$ cat src/rtl/rjb_pkg.sv
`default_nettype none
package rjb_pkg;

	localparam int BUFFER_DEPTH_DEF = 4;

	localparam int SEQ_W = 16;
	localparam int LEN_W = 11;
	localparam int TS_W = 32;
	localparam int SPT_W = 16;
	localparam int SLOT_OUT_W = 2;
	localparam int HELD_OUT_W = 3;

	localparam logic [LEN_W-1:0] MIN_PACKET_LEN = 11'd12;
	localparam logic [1:0] SILENCE_LIMIT = 2'd1;
	localparam logic [SPT_W-1:0] SPT_RESET = 16'd160;

	// item kinds on the tuser bit
	localparam logic FUNC_PACKET = 1'b0;
	localparam logic FUNC_TICK = 1'b1;

	// register index (paddr[2])
	localparam logic REG_SAMPLES_PER_TICK = 1'b0;

	typedef struct packed {
		logic evict;   // drop head, shift all entries down by one
		logic insert;  // open a gap at the position and write the new entry
	} store_cmd_t;

	// packet_accepted in bit 0
	typedef struct packed {
		logic input_lost;
		logic [TS_W-1:0] send_timestamp;
		logic [HELD_OUT_W-1:0] entries_held;
		logic [SLOT_OUT_W-1:0] dropped_slot;
		logic [SEQ_W-1:0] dropped_sequence;
		logic dropped_valid;
		logic [SLOT_OUT_W-1:0] store_slot;
		logic packet_accepted;
	} result_t;

endpackage
`default_nettype wire

$ cat src/rtl/rjb_store.sv
`default_nettype none
module rjb_store #(
	parameter int BUFFER_DEPTH = rjb_pkg::BUFFER_DEPTH_DEF
) (
	input wire clk,
	input rjb_pkg::store_cmd_t cmd,
	input wire [$clog2(BUFFER_DEPTH)-1:0] pos,
	input wire [rjb_pkg::SEQ_W-1:0] ins_seq,
	input wire [$clog2(BUFFER_DEPTH)-1:0] ins_slot,
	output logic [rjb_pkg::SEQ_W-1:0] rd_seq,
	output logic [rjb_pkg::SEQ_W-1:0] head_seq,
	output logic [$clog2(BUFFER_DEPTH)-1:0] head_slot
);
	localparam int IDX_W = $clog2(BUFFER_DEPTH);

	logic [rjb_pkg::SEQ_W-1:0] seq_q [BUFFER_DEPTH];
	logic [IDX_W-1:0] slot_q [BUFFER_DEPTH];

	assign rd_seq = seq_q[pos];
	assign head_seq = seq_q[0];
	assign head_slot = slot_q[0];

	for (genvar g = 0; g < BUFFER_DEPTH; g++) begin : g_entry
		always_ff @(posedge clk) begin
			if (cmd.evict) begin
				if (g < BUFFER_DEPTH - 1) begin
					seq_q[g] <= seq_q[(g + 1) % BUFFER_DEPTH];
					slot_q[g] <= slot_q[(g + 1) % BUFFER_DEPTH];
				end
			end else if (cmd.insert) begin
				if (IDX_W'(g) == pos) begin
					seq_q[g] <= ins_seq;
					slot_q[g] <= ins_slot;
				end else if (g > 0 && IDX_W'(g) > pos) begin
					seq_q[g] <= seq_q[(g + BUFFER_DEPTH - 1) % BUFFER_DEPTH];
					slot_q[g] <= slot_q[(g + BUFFER_DEPTH - 1) % BUFFER_DEPTH];
				end
			end
		end
	end

endmodule
`default_nettype wire

$ cat src/rtl/rjb_seq.sv
`default_nettype none
module rjb_seq #(
	parameter int BUFFER_DEPTH = rjb_pkg::BUFFER_DEPTH_DEF
) (
	input wire clk,
	input wire arst_n,
	input wire item_valid,
	output logic item_ready,
	input wire item_func,
	input wire [rjb_pkg::SEQ_W-1:0] item_seq,
	input wire [rjb_pkg::LEN_W-1:0] item_len,
	input wire [rjb_pkg::SPT_W-1:0] samples_per_tick,
	output rjb_pkg::store_cmd_t cmd,
	output logic [$clog2(BUFFER_DEPTH)-1:0] pos,
	output logic [rjb_pkg::SEQ_W-1:0] ins_seq,
	output logic [$clog2(BUFFER_DEPTH)-1:0] ins_slot,
	input wire [rjb_pkg::SEQ_W-1:0] rd_seq,
	input wire [rjb_pkg::SEQ_W-1:0] head_seq,
	input wire [$clog2(BUFFER_DEPTH)-1:0] head_slot,
	output logic res_valid,
	input wire res_ready,
	output rjb_pkg::result_t res
);
	localparam int IDX_W = $clog2(BUFFER_DEPTH);
	localparam int CNT_W = $clog2(BUFFER_DEPTH + 1);

	typedef enum logic [4:0] {
		S_IDLE = 5'b00001,
		S_EVAL = 5'b00010,
		S_SCAN = 5'b00100,
		S_INSERT = 5'b01000,
		S_DONE = 5'b10000
	} state_t;

	state_t state_q;
	logic func_q;
	logic [rjb_pkg::SEQ_W-1:0] seq_q;
	logic [rjb_pkg::LEN_W-1:0] len_q;
	logic [CNT_W-1:0] count_q;
	logic [CNT_W-1:0] pos_q;
	logic [IDX_W-1:0] slot_q;
	logic [rjb_pkg::TS_W-1:0] ts_q;
	logic [1:0] silent_q;
	logic acc_q;
	logic lost_q;
	logic drop_valid_q;
	logic [rjb_pkg::SEQ_W-1:0] drop_seq_q;
	logic [IDX_W-1:0] drop_slot_q;

	logic is_packet;
	logic full;
	logic scan_end;
	logic [IDX_W+1:0] slot_ext;
	logic [IDX_W+1:0] drop_slot_ext;
	logic [CNT_W+2:0] count_ext;

	assign is_packet = (func_q == rjb_pkg::FUNC_PACKET) && (len_q >= rjb_pkg::MIN_PACKET_LEN);
	assign full = (count_q == CNT_W'(BUFFER_DEPTH));
	// single sequence comparator, walked over the entries
	assign scan_end = (pos_q == count_q) || (seq_q < rd_seq);

	assign item_ready = (state_q == S_IDLE);
	assign cmd.evict = (state_q == S_EVAL) && is_packet && full;
	assign cmd.insert = (state_q == S_INSERT);
	assign pos = pos_q[IDX_W-1:0];
	assign ins_seq = seq_q;
	assign ins_slot = slot_q;

	assign slot_ext = {2'b00, slot_q};
	assign drop_slot_ext = {2'b00, drop_slot_q};
	assign count_ext = {3'b000, count_q};

	assign res_valid = (state_q == S_DONE);
	always_comb begin
		res.packet_accepted = acc_q;
		res.store_slot = slot_ext[rjb_pkg::SLOT_OUT_W-1:0];
		res.dropped_valid = drop_valid_q;
		res.dropped_sequence = drop_seq_q;
		res.dropped_slot = drop_slot_ext[rjb_pkg::SLOT_OUT_W-1:0];
		res.entries_held = count_ext[rjb_pkg::HELD_OUT_W-1:0];
		res.send_timestamp = ts_q;
		res.input_lost = lost_q;
	end

	always_ff @(posedge clk or negedge arst_n) begin
		if (!arst_n) begin
			state_q <= S_IDLE;
			count_q <= '0;
			ts_q <= '0;
			silent_q <= '0;
		end else begin
			unique case (state_q)
				S_IDLE: begin
					if (item_valid) begin
						state_q <= S_EVAL;
					end
				end
				S_EVAL: begin
					if (func_q == rjb_pkg::FUNC_TICK) begin
						if (silent_q > rjb_pkg::SILENCE_LIMIT) begin
							silent_q <= 2'd1;
						end else begin
							silent_q <= silent_q + 2'd1;
						end
						ts_q <= ts_q + {{(rjb_pkg::TS_W - rjb_pkg::SPT_W){1'b0}}, samples_per_tick};
						state_q <= S_DONE;
					end else if (is_packet) begin
						if (full) begin
							count_q <= CNT_W'(BUFFER_DEPTH - 1);
						end
						state_q <= S_SCAN;
					end else begin
						state_q <= S_DONE;
					end
				end
				S_SCAN: begin
					if (scan_end) begin
						state_q <= S_INSERT;
					end
				end
				S_INSERT: begin
					count_q <= count_q + 1'b1;
					silent_q <= '0;
					state_q <= S_DONE;
				end
				S_DONE: begin
					if (res_ready) begin
						state_q <= S_IDLE;
					end
				end
				default: state_q <= S_IDLE;
			endcase
		end
	end

	// item and result fields
	always_ff @(posedge clk) begin
		unique case (state_q)
			S_IDLE: begin
				if (item_valid) begin
					func_q <= item_func;
					seq_q <= item_seq;
					len_q <= item_len;
					acc_q <= 1'b0;
					lost_q <= 1'b0;
					drop_valid_q <= 1'b0;
					drop_seq_q <= '0;
					drop_slot_q <= '0;
					slot_q <= '0;
				end
			end
			S_EVAL: begin
				pos_q <= '0;
				if (func_q == rjb_pkg::FUNC_TICK) begin
					lost_q <= (silent_q > rjb_pkg::SILENCE_LIMIT);
				end else if (is_packet) begin
					if (full) begin
						drop_valid_q <= 1'b1;
						drop_seq_q <= head_seq;
						drop_slot_q <= head_slot;
						slot_q <= head_slot;
					end else begin
						slot_q <= count_q[IDX_W-1:0];
					end
				end
			end
			S_SCAN: begin
				if (!scan_end) begin
					pos_q <= pos_q + 1'b1;
				end
			end
			S_INSERT: begin
				acc_q <= 1'b1;
			end
			S_DONE: begin
			end
			default: begin
			end
		endcase
	end

endmodule
`default_nettype wire

$ cat src/rtl/rtp_jitter_reorder_buffer.sv
`default_nettype none
// RTP jitter reorder buffer. Holds up to BUFFER_DEPTH packets as storage-slot
// numbers sorted by 16-bit sequence (plain unsigned compare, equal sequences
// go after held ones); a full buffer evicts and reports its lowest entry and
// hands that slot to the new packet. Packets shorter than 12 bytes are ignored.
// A tick (tuser = 1) adds samples_per_tick to the send timestamp and flags
// input loss after two ticks with no accepted packet. Every item gives one
// result beat. One item is processed at a time: a tick or an ignored packet
// passes the evaluate and done states; an accepted packet also passes a scan
// state, where the single sequence comparator walks k held entries (k at most
// BUFFER_DEPTH - 1) to find the insert position, and then an insert state. The
// result sits in an output register, so a new item is taken while it waits.
module rtp_jitter_reorder_buffer #(
	parameter int BUFFER_DEPTH = rjb_pkg::BUFFER_DEPTH_DEF
) (
	input wire clk,
	input wire arst_n,
	input wire s_tvalid,
	output logic s_tready,
	input wire [31:0] s_tdata,    // sequence_req[15:0], packet_length[26:16], zero pad
	input wire s_tuser,           // func
	output logic m_tvalid,
	input wire m_tready,
	output logic [63:0] m_tdata,  // packet_accepted[0], store_slot[2:1],
	                              // dropped_valid[3], dropped_sequence[19:4],
	                              // dropped_slot[21:20], entries_held[24:22],
	                              // send_timestamp[56:25], input_lost[57], zero pad
	input wire psel,
	input wire penable,
	input wire pwrite,
	input wire [2:0] paddr,
	input wire [31:0] pwdata,
	output logic [31:0] prdata,
	output logic pready
);
	localparam int IDX_W = $clog2(BUFFER_DEPTH);

	logic [rjb_pkg::SPT_W-1:0] spt_q;
	logic m_tvalid_q;
	rjb_pkg::result_t res_q;

	rjb_pkg::store_cmd_t cmd;
	logic [IDX_W-1:0] pos;
	logic [rjb_pkg::SEQ_W-1:0] ins_seq;
	logic [IDX_W-1:0] ins_slot;
	logic [rjb_pkg::SEQ_W-1:0] rd_seq;
	logic [rjb_pkg::SEQ_W-1:0] head_seq;
	logic [IDX_W-1:0] head_slot;
	logic res_valid;
	logic res_ready;
	rjb_pkg::result_t res;

	// config port
	assign pready = 1'b1;
	always_ff @(posedge clk or negedge arst_n) begin
		if (!arst_n) begin
			spt_q <= rjb_pkg::SPT_RESET;
		end else if (psel && penable && pwrite && paddr[2] == rjb_pkg::REG_SAMPLES_PER_TICK) begin
			spt_q <= pwdata[rjb_pkg::SPT_W-1:0];
		end
	end
	assign prdata = (paddr[2] == rjb_pkg::REG_SAMPLES_PER_TICK)
		? {{(32 - rjb_pkg::SPT_W){1'b0}}, spt_q} : 32'd0;

	rjb_seq #(
		.BUFFER_DEPTH(BUFFER_DEPTH)
	) u_seq (
		.clk(clk),
		.arst_n(arst_n),
		.item_valid(s_tvalid),
		.item_ready(s_tready),
		.item_func(s_tuser),
		.item_seq(s_tdata[15:0]),
		.item_len(s_tdata[26:16]),
		.samples_per_tick(spt_q),
		.cmd(cmd),
		.pos(pos),
		.ins_seq(ins_seq),
		.ins_slot(ins_slot),
		.rd_seq(rd_seq),
		.head_seq(head_seq),
		.head_slot(head_slot),
		.res_valid(res_valid),
		.res_ready(res_ready),
		.res(res)
	);

	rjb_store #(
		.BUFFER_DEPTH(BUFFER_DEPTH)
	) u_store (
		.clk(clk),
		.cmd(cmd),
		.pos(pos),
		.ins_seq(ins_seq),
		.ins_slot(ins_slot),
		.rd_seq(rd_seq),
		.head_seq(head_seq),
		.head_slot(head_slot)
	);

	// output register
	assign res_ready = !m_tvalid_q || m_tready;
	always_ff @(posedge clk or negedge arst_n) begin
		if (!arst_n) begin
			m_tvalid_q <= 1'b0;
		end else if (res_ready) begin
			m_tvalid_q <= res_valid;
		end
	end
	always_ff @(posedge clk) begin
		if (res_ready && res_valid) begin
			res_q <= res;
		end
	end

	assign m_tvalid = m_tvalid_q;
	assign m_tdata = {{(64 - $bits(rjb_pkg::result_t)){1'b0}}, res_q};

endmodule
`default_nettype wire
$ cat config.mk
export PLATFORM = sky130hd
export DESIGN_NAME = rtp_jitter_reorder_buffer
export DESIGN_NICKNAME = d
export VERILOG_FILES = /design/src/rtl/rjb_pkg.sv /design/src/rtl/rjb_store.sv /design/src/rtl/rjb_seq.sv /design/src/rtl/rtp_jitter_reorder_buffer.sv
export SDC_FILE = /design/constraint.sdc
export NUM_CORES = 1
export LEC_CHECK = 0
export BUFFER_PORTS_ARGS = -buffer_cell sky130_fd_sc_hd__buf_2
export CORE_ASPECT_RATIO = 0.9
export CORE_MARGIN = 1
export CORE_UTILIZATION = 52
export DETAILED_ROUTE_END_ITERATION = 16
export PLACE_DENSITY = 0.82
export SYNTH_ARGS = -nofsm -noshare
export SYNTH_HDL_FRONTEND = slang
export SYNTH_SLANG_ARGS = --single-unit
$ cat constraint.sdc
create_clock -name clk -period 4.1 [get_ports clk]
set_clock_uncertainty 0.1 [all_clocks]
set_input_delay 0.82 -clock clk [delete_from_list [all_inputs] [get_ports clk]]
set_output_delay 0.82 -clock clk [all_outputs]
set_load 0.02 [all_outputs]
-- Word-level counts from Yosys, hierarchy flattened
Memories as Yosys holds them, arrays and structs flattened. A register that Yosys moved wholly into a read port is not among the register bits.
Index checks and enable logic that the tools add are counted.
- bits of input ports: 75
- bits in registers: 171
- word-level logic and storage cells: 177
- memory bits (writable): 72
- memories kept: 2
- mux-type cells: 84
- equality and inequality tests: 18
- bitwise logic cells: 14
- $add $sub $neg: 4
- order comparisons: 6
- reduce and logical (&&, ||, !) cells: 25
- memories (memory ; depth ; width ; read ports ; clocked after memory_dff ; wr ports ; RTL line ; RTL):
    u_store.seq_q ; 4 ; 16 ; 5 ; 1 ; 4 ; rjb_store.sv:16 ; logic [rjb_pkg::SEQ_W-1:0] seq_q [BUFFER_DEPTH];
    u_store.slot_q ; 4 ; 2 ; 4 ; 0 ; 4 ; rjb_store.sv:17 ; logic [IDX_W-1:0] slot_q [BUFFER_DEPTH];
- operators by type and width (cell ; count):
    two-way mux 16 bit ; 11
    two-way mux 1 bit ; 38
    adder 32 x 16 -> 32 bit ; 1
    two-way mux 2 bit ; 16
    one-hot mux 16 bit (2 select lines) ; 1
    two-way mux 5 bit ; 5
    one-hot mux 5 bit (5 select lines) ; 1
    less-than comparator 16 bit ; 1
    two-way mux 3 bit ; 4
    bitwise OR 1 bit ; 12
    one-hot mux 2 bit (2 select lines) ; 3
    one-hot mux 3 bit (2 select lines) ; 2
    >= comparator 11 x 4 -> 1 bit, second input constant ; 1
    != test 2 x 1 -> 1 bit, second input constant ; 5
    AND reduction 2 bit ; 5
    AND reduction 4 bit ; 2
    nonzero test 2 bit ; 4
    logical AND 1 bit ; 7
    adder 3 x 1 -> 3 bit, second input constant ; 2
    != test 2 bit, second input constant ; 3
    one-hot mux 1 bit (2 select lines) ; 3
    AND reduction 3 bit ; 2
    == test 5 x 1 -> 1 bit, second input constant ; 1
    == test 5 x 2 -> 1 bit, second input constant ; 1
    16 further kinds ; 20

-- Longest topological paths before layout
Gate-level depths: netlist of run 1.
- depth after elaboration: 8
- gate-level depth with buffers: 12

-- Modules after synthesis
Synthesis of run 1 repeated with hierarchy kept, for this count alone.
- cells, all modules: 876
- area total of the unflattened synthesis: 11703.7 sq um
- modules (own cells, without submodules) (module ; cells each ; instances ; area each (sq um) ; sequential area each (sq um)):
    rjb_seq ; 476 ; 1 ; 5064.9 ; 2613.8
    rjb_store ; 262 ; 1 ; 3906.2 ; 2162.1
    rtp_jitter_reorder_buffer ; 138 ; 1 ; 2732.6 ; 2169.6

-- Least setup slack after synthesis of run 1
OpenSTA, ideal clock, no wires.
- kind: input-to-reg
- start: input port m_tready
- end: register res_q (netlist bit m_tdata[0]), enable pin
- slack: -21 ps
- library setup time: 481 ps
- stages: 2
- arrival: 3540 ps
- cells stage by stage: nand2b_1 > nor2b_1
- longest elaborated chain between the ends: 2
- ends and longest elaborated chain (item ; RTL line ; RTL):
    start, declared ; rtp_jitter_reorder_buffer.sv:23 ; input wire m_tready,
    logical OR 1 bit ; rtp_jitter_reorder_buffer.sv:102 ; assign res_ready = !m_tvalid_q || m_tready;
    logical AND 1 bit ; rtp_jitter_reorder_buffer.sv:111 ; if (res_ready && res_valid) begin
    end signal, assigned ; rtp_jitter_reorder_buffer.sv:112 ; res_q <= res;
    end, declared ; rtp_jitter_reorder_buffer.sv:40 ; rjb_pkg::result_t res_q;
Every way passes these cells.
A chain may end at the register's enable or synchronous reset.

==> reports/qor_table.md, run 1 <==
| Item | Reported | Unit |
| --- | --- | --- |
| Number of hold-slack violations in the final timing report | 0 | - |
| Clock-pin slew on the worst setup and hold paths | 0.06 | ns |
| Most area-hungry cell type in the Yosys netlist | edfxtp_1 | - |
| Clock insertion delay at the later pin of the skew report | 0.52 | ns |
| Antenna cells | 0 | - |
| Critical path peak fanout | 10 | - |
| Number of fill cells | 1616 | - |
| Crit path max-delay family | compound AO/OA/AOI/OAI gates | - |
| Final design utilization | 61.2 | % |
| Fraction of registers with async set or reset after synthesis | 24.3 | % |
| Number of iterations in the first detailed-routing pass | 5 | - |
| Library cells used by synthesis | 55 | - |
| Area of the multi-input gates | 3920 | um^2 |
| Vert. Die Dim | 141 | um |
| Status | finished, final reports clean | - |
| Total number of vias | 6946 | - |
| Cell area after placement | 12100 | um^2 |
| Leakage dissipation | 5.58 | nW |
| Total power per unit cell area | 562 | nW/um^2 |
| Number of enable flip-flop cells after synthesis | 182 | - |
| Hold-fix buffer count after cts | 0 | - |
| Peak supply drop | 0.000304 | V |
| IO Pins | 174 | - |
| Initial cell density of the core | 53.5 | % |
| Overall global routing resource usage | 20.2 | % |
| Yosys reg bits | 243 | - |
| Bufs and invs on worst path | 2 | - |
| Nature of the critical path startpoint | flop | - |
| Library cell used as clock root buffer | clkbuf_16 | - |
| RePlAce Congestion | 0.827 | - |
| Number of buffer cells added on primary ports | 125 | - |
| Cell area after synthesis | 11200 | um^2 |
| Critical Path Sink Type | flop | - |
| Initial antenna violation count | 0 | - |
| DIE AREA | 22200 | um^2 |
| Die Width | 157 | um |
| Transition time of the tightest slew-check pin | 1.04 | ns |
| Clock tree from TritonCTS | yes | - |
| Most frequent cells after synthesis | edfxtp_1, nand2_1, dfrtp_1 | - |
| Critical path type | flop to flop | - |
| Placeable core region | 21000 | um^2 |
| Top post-synthesis cells by area | edfxtp_1, dfrtp_1, mux2_2, ha_1, mux2i_1 | - |
| Sequential share of the synthesized area | 62.2 | % |
| Final antenna-violating net count | 0 | - |
| Cells along the critical path | buf_4 -> mux4_2 -> inv_1 -> ha_1 -> a21o_1 -> a211oi_1 -> a2111oi_0 -> a21oi_1 -> a21oi_1 -> nand3_1 -> nand2_1 | - |
| Dominant cell by count in the synthesized netlist | edfxtp_1 | - |
| Deepest clock path buffer count | 3 | - |
| Post-route design area | 12900 | um^2 |
| Site Rows | 50 | - |
| Path class of the lowest-slack min-delay path | primary input to async pin | - |
| Number of global-route vias before repair | 6697 | - |
| Slowest cell on the critical path | mux4_2 | - |
| TritonCTS sink count | 243 | - |
| Mean area per synthesized cell | 13.5 | um^2 |
| Share of post-route cells with drive strength above 1 | 26.1 | % |
| Final HPWL from detailed placement | 14.9 | mm |
| Average wire per cell in the routed design | 17.1 | um |
| Remaining Overflow, GRT | 0 | - |
| Setup repair after global routing missed its margin | no | - |
| Crit path DAT | 3.37 | ns |
| Number of standard cells after synthesis | 833 | - |
| Setup TNS | 0 | ns |
| Cell type with the highest occurrence count on the critical path | a21oi_1 | - |
| Top cell type's share of synthesized area | 48.6 | % |
| Area grow syn2layout | 14.5 | % |
| Final Max Slew Viols | 0 | - |
| Detailed-route vias per instance | 5.46 | - |
| Maximum single-stage delay on the critical path | 0.52 | ns |
| Register cell area after layout | 6990 | um^2 |
| Maximum number of pins on one net before global-route repair | 49 | - |
| Total setup buffers inserted after CTS | 0 | - |
| Final setup fails | 0 | - |
| Fmax achieved | 308 | MHz |
| Data required time at the worst endpoint | 4.22 | ns |
| Final Cycle Share | 79.2 | % |
| Prevailing post-synth register cell | edfxtp_1 | - |
| Number of cells upsized or downsized after cts | 0 | - |
| # nets final | 1081 | - |
| Number of DRC markers after the initial detailed-route iteration | 497 | - |
| Relative slew margins | 30.7 | % |
| Total wirelength of the detailed-routed design | 21.8 | mm |
| Max-cap viol count | 0 | - |
| DRC errors left | 0 | - |
| Max H-tree Level | 1 | - |
| Synthesis warning total | 0 | - |
| TritonCTS Buffers | 25 | - |
| Global-route wire length before repair | 34.9 | mm |
| Final critical path time including I/O delays and setup | 3.25 | ns |
## logic make-up (layout without fill, tap and decap cells)
| group | Yosys count | count (layout) | share of synthesized area [%] |
|---|---|---|---|
| buffers and inverters | 86 | 217 | 3.76 |
| flip-flops | 243 | 243 | 62.2 |
| other | 2 | 23 | 0.0668 |
| XOR/XNOR | 32 | 32 | 2.49 |
| AO/OA/AOI/OAI | 116 | 116 | 5.97 |
| multiplexers | 107 | 107 | 11.9 |
| AND/OR/NAND/NOR | 209 | 209 | 9.36 |
| adder cells (fa/ha/maj) | 38 | 38 | 4.30 |
## where the power goes
group          switching, mW  internal, mW  leakage (nW)
clock network          0.896          1.18         0.364
logic                  0.999         0.701          2.76
registers              0.293          3.17          2.46
## flip-flops by register name, summed over array words and instances (netlist names), 3 cells and up, named ones only
register	cells
u_store.seq_q	64
m_tdata	58
u_seq.ts_q	32
spt_q	16
u_seq.drop_seq_q	16
u_seq.ins_seq	16
u_seq.len_q	9
u_store.slot_q	8
u_seq.state_q	5
u_seq.count_q	3
u_seq.pos_q	3
## worst reg2reg max path, delay by kind of cell, from the launching register on
kind / cells / cell delay, ns
fa+ha+maj: 1 / 0.13
mux: 1 / 0.52
compound gates: 5 / 1.09
flops: 1 / 0.32
buf+inv: 2 / 0.31
simple gates: 2 / 0.46
## through the flow
step	power [mW]	cells	worst slack, ns	hold WS [ns]
after floorplan	4.72	854	1.07	0.300
after global placement	5.11	1227	0.921	0.301
after detailed placement	5.19	1227	0.887	0.305
after CTS	7.28	1271	0.873	0.314
after global routing	7.62	1271	0.675	0.319
final	7.23	1271	0.853	0.304
## cell usage in the layout (no fill, tap or decap), types with 18 or more instances in the layout
| cell | Yosys | routed |
|---|---|---|
| edfxtp_1 | 182 | 182 |
| buf_2 | 11 | 125 |
| nand2_1 | 72 | 72 |
| dfrtp_1 | 56 | 56 |
| mux2_2 | 52 | 52 |
| nor2_1 | 42 | 42 |
| a21oi_1 | 42 | 42 |
| o21ai_0 | 40 | 40 |
| mux2i_1 | 39 | 39 |
| ha_1 | 37 | 37 |
| inv_1 | 31 | 31 |
| clkbuf_16 | 0 | 25 |
| conb_1 | 2 | 23 |
| and3_1 | 22 | 22 |
| xor2_1 | 18 | 18 |
## layer usage
metal	routed length, um	vias to the layer above	global-route usage (%)
met5	0	-	0
li1	-	3293	-
met2	10100	262	32.6
met3	1440	41	3.54
met1	9820	3350	28.1
met4	456	0	5.57
## worst paths after layout
check,cells past startpoint,slack (ns),end,startpoint
min reg2reg,0,0.32,m_tdata[5],u_seq.drop_seq_q[1]
max,11,0.85,u_seq.pos_q[2],flop
max reg2reg,11,0.85,u_seq.pos_q[2],flop
max in group asynchronous,2,2.77,u_seq.ts_q[30],arst_n
min in group clk,0,0.32,m_tdata[5],u_seq.drop_seq_q[1]
min,1,0.30,spt_q[8],arst_n
## final cells by class
cell class	instances	area share, %
multi-input cells	525	30.5
inverters	32	0.933
clock buffers	30	5.01
well taps	286	2.78
clock inverters	14	0.768
repair buffers	141	5.79
flip-flops and latches	243	54.3
Note: power is estimated with default switching activity, not from simulation.
==> run 2, diff against run 1 <==
--- a/config.mk
+++ b/config.mk
@@ -8,9 +8,9 @@
 export BUFFER_PORTS_ARGS = -buffer_cell sky130_fd_sc_hd__buf_2
 export CORE_ASPECT_RATIO = 0.9
 export CORE_MARGIN = 1
-export CORE_UTILIZATION = 52
+export CORE_UTILIZATION = 57
 export DETAILED_ROUTE_END_ITERATION = 16
-export PLACE_DENSITY = 0.82
+export PLACE_DENSITY = 0.85
 export SYNTH_ARGS = -nofsm -noshare
 export SYNTH_HDL_FRONTEND = slang
 export SYNTH_SLANG_ARGS = --single-unit
==> constraint.sdc (replaced) <==
create_clock -name clk -period 3.35 [get_ports clk]
set_clock_uncertainty 0.1 [all_clocks]
set_input_delay 0.67 -clock clk [delete_from_list [all_inputs] [get_ports clk]]
set_output_delay 0.67 -clock clk [all_outputs]
set_load 0.02 [all_outputs]
==> run 2 against run 1 <==
- critical path depth unchanged
- sequential share of layout area fell by 0.23 points
- first-iteration DRC count grew 20%
- die area decreased by 8.7%
- maximum frequency up 4.8%
- final cell count fell by 2.1%
- via count increased by 0.33%
- global-route usage is 2.0 points higher
- total power is 23% higher
- clock-buffer cell count decreased by 1
- combinational power rose by 28%
- hold slack worse by 0.23 ns
- highest routed layer unchanged
==> reports/qor_table.md, run 2 (synthesis results as in run 1) <==
| Item | Reported | Unit |
| --- | --- | --- |
| Most common library cell in the layout ignoring fill and taps | edfxtp_1 | - |
| Final critical path time including I/O delays and setup | 3.10 | ns |
| Maximum single-stage delay on the critical path | 0.52 | ns |
| Final antenna-violating net count | 0 | - |
| Global-route wire length before repair | 34.6 | mm |
| Non-filler cells in the finished layout | 1244 | - |
| Area grow syn2layout | 15.0 | % |
| Maximum number of pins on one net before global-route repair | 38 | - |
| Status | finished, final reports clean | - |
| Slowest cell on the critical path | mux4_2 | - |
| Metal1 wirelength | 9.53 | mm |
| IO Pins | 174 | - |
| Deepest clock path buffer count | 3 | - |
| Post-route design area | 12900 | um^2 |
| Slack of the worst reg-to-reg path | 0.25 | ns |
| Met2 WL | 10.6 | mm |
| Clock insertion delay at the later pin of the skew report | 0.52 | ns |
| Number of hold-slack violations in the final timing report | 0 | - |
| Number of cells in the design after placement | 1199 | - |
| Overall global routing resource usage | 22.1 | % |
| Flip-flop count of the largest register, all copies and words added | 64 | - |
| Average wire per cell in the routed design | 17.6 | um |
| Antenna cells | 0 | - |
| DRC errors left | 0 | - |
| Relative slew margins | 41.9 | % |
| Clock tree from TritonCTS | yes | - |
| Cells along the critical path | buf_12 -> mux4_2 -> inv_1 -> ha_1 -> a21o_1 -> a211oi_1 -> a2111oi_0 -> a21oi_1 -> a21oi_1 -> nand3_1 -> nand2_1 | - |
| Clock-pin slew on the worst setup and hold paths | 0.06 | ns |
| DIE AREA | 20300 | um^2 |
| Part of the power in combinational logic | 24.4 | % |
| TritonCTS sink count | 243 | - |
| Placeable core region | 19200 | um^2 |
| Initial antenna violation count | 0 | - |
| TritonCTS Buffers | 25 | - |
| Total number of vias | 6969 | - |
| Detailed-route vias per instance | 5.60 | - |
| Total power | 8.92 | mW |
| Max H-tree Level | 1 | - |
| Number of iterations in the first detailed-routing pass | 5 | - |
| Number of cells upsized or downsized after cts | 0 | - |
| Top register by number of flip-flops | u_store.seq_q | - |
| WL met3 | 1.37 | mm |
| Fmax achieved | 323 | MHz |
| Number of DRC markers after the initial detailed-route iteration | 594 | - |
| Remaining Overflow, GRT | 0 | - |
| Critical path type | flop to flop | - |
| Total wirelength of the detailed-routed design | 21.9 | mm |
| Critical Path Sink Type | flop | - |
| Peak supply drop | 0.000474 | V |
| Switching share of power | 30.5 | % |
| Crit path DAT | 3.22 | ns |
| Vert. Die Dim | 135 | um |
| Final Cycle Share | 92.5 | % |
| Final Max Slew Viols | 0 | - |
| Setup TNS | 0 | ns |
| Max-cap viol count | 0 | - |
| Switching power total | 2.72 | mW |
| Leakage dissipation | 5.64 | nW |
| Number of buffer cells added on primary ports | 125 | - |
| Data required time at the worst endpoint | 3.47 | ns |
| Cell Int Power | 6.20 | mW |
| Top routing layer in use | met4 | - |
| RePlAce Congestion | 0.824 | - |
| Path class of the lowest-slack min-delay path | primary input to async pin | - |
| Number of global-route vias before repair | 6632 | - |
| Transition time of the tightest slew-check pin | 0.870 | ns |
| Die Width | 150 | um |
| Most used cells in the layout excluding fill and tap cells | edfxtp_1, buf_2, nand2_1, dfrtp_1, mux2_2 | - |
| Final setup fails | 0 | - |
| Initial cell density of the core | 58.5 | % |
| Clk pwr share | 28.6 | % |
| Library cell used as clock root buffer | clkbuf_16 | - |
| Share of post-route cells with drive strength above 1 | 27.2 | % |
| Site Rows | 48 | - |
| # nets final | 1089 | - |
| Hold-fix buffer count after cts | 0 | - |
| Cell area after placement | 12200 | um^2 |
| Critical path peak fanout | 16 | - |
| Relative contribution of sequential cells to total power | 47.0 | % |
| Total setup buffers inserted after CTS | 0 | - |
| Final HPWL from detailed placement | 14.7 | mm |
| Nature of the critical path startpoint | flop | - |
| Total power per unit cell area | 690 | nW/um^2 |
| Setup repair after global routing missed its margin | no | - |
| Cell type with the highest occurrence count on the critical path | a21oi_1 | - |
run 2: cell types whose count changed in the layout (fill, tap and decap cells not counted), sizes merged:
cell and delta:
clkinv +1, clkinvlp +1, buf +8, inv +1
bufinv -1, clkbuf -1
run 2: per-stage QoR:
stage	worst slack (ns)	util, %	hold WS [ns]
2_1_floorplan	0.318	-	0.274
3_3_place_gp	0.359	63.3	0.301
3_5_place_dp	0.265	63.3	0.305
4_1_cts	0.193	67.3	0.0914
5_1_grt	0.130	67.3	0.124
6_report	0.253	67.3	0.0750
run 2: critical path, delay by kind of cell, from the launching register on:
kind | cells | cell delay (ns)
AOI/OAI and AO/OA | 5 | 1.14
muxes | 1 | 0.52
and+or+nand+nor | 2 | 0.28
buffers and inverters | 2 | 0.27
adders and majority gates | 1 | 0.15
DFF | 1 | 0.36
run 2: final timing paths:
check                              endpoint  cells after the start
setup / recovery             u_seq.pos_q[1]                     11
hold / removal                     spt_q[8]                      1
setup reg to reg             u_seq.pos_q[1]                     11
hold reg to reg                 m_tdata[10]                      0
max in group asynchronous    u_seq.ts_q[31]                      2
min in group clk           u_seq.ins_seq[3]                      1
run 2: final cells by class:
type / instances / area (um^2)
Clock buffer: 29 / 671
Fill cell: 1323 / 6290
Inverter: 32 / 120
Multi-Input combinational cell: 525 / 3920
Clock inverter: 16 / 86.3
Sequential cell: 243 / 6990
Timing Repair Buffer: 149 / 831
Tap cell: 250 / 313
run 2: power groups by stage:
| stage | clock network [mW] | logic [mW] | registers, mW |
|---|---|---|---|
| after global placement | 0 | 2.07 | 4.22 |
| after floorplan | 0 | 1.61 | 4.17 |
| after global routing | 2.69 | 2.40 | 4.24 |
| final | 2.55 | 2.18 | 4.19 |
| after CTS | 2.59 | 2.18 | 4.19 |
| after detailed placement | 0 | 2.15 | 4.24 |
run 2: layer usage:
metal  vias to the layer above  GRT usage (%)
met1                      3355           31.1
met2                       271           36.2
met3                        32           3.23
li1                       3311              -
met4                         0           6.34
met5                         -              0
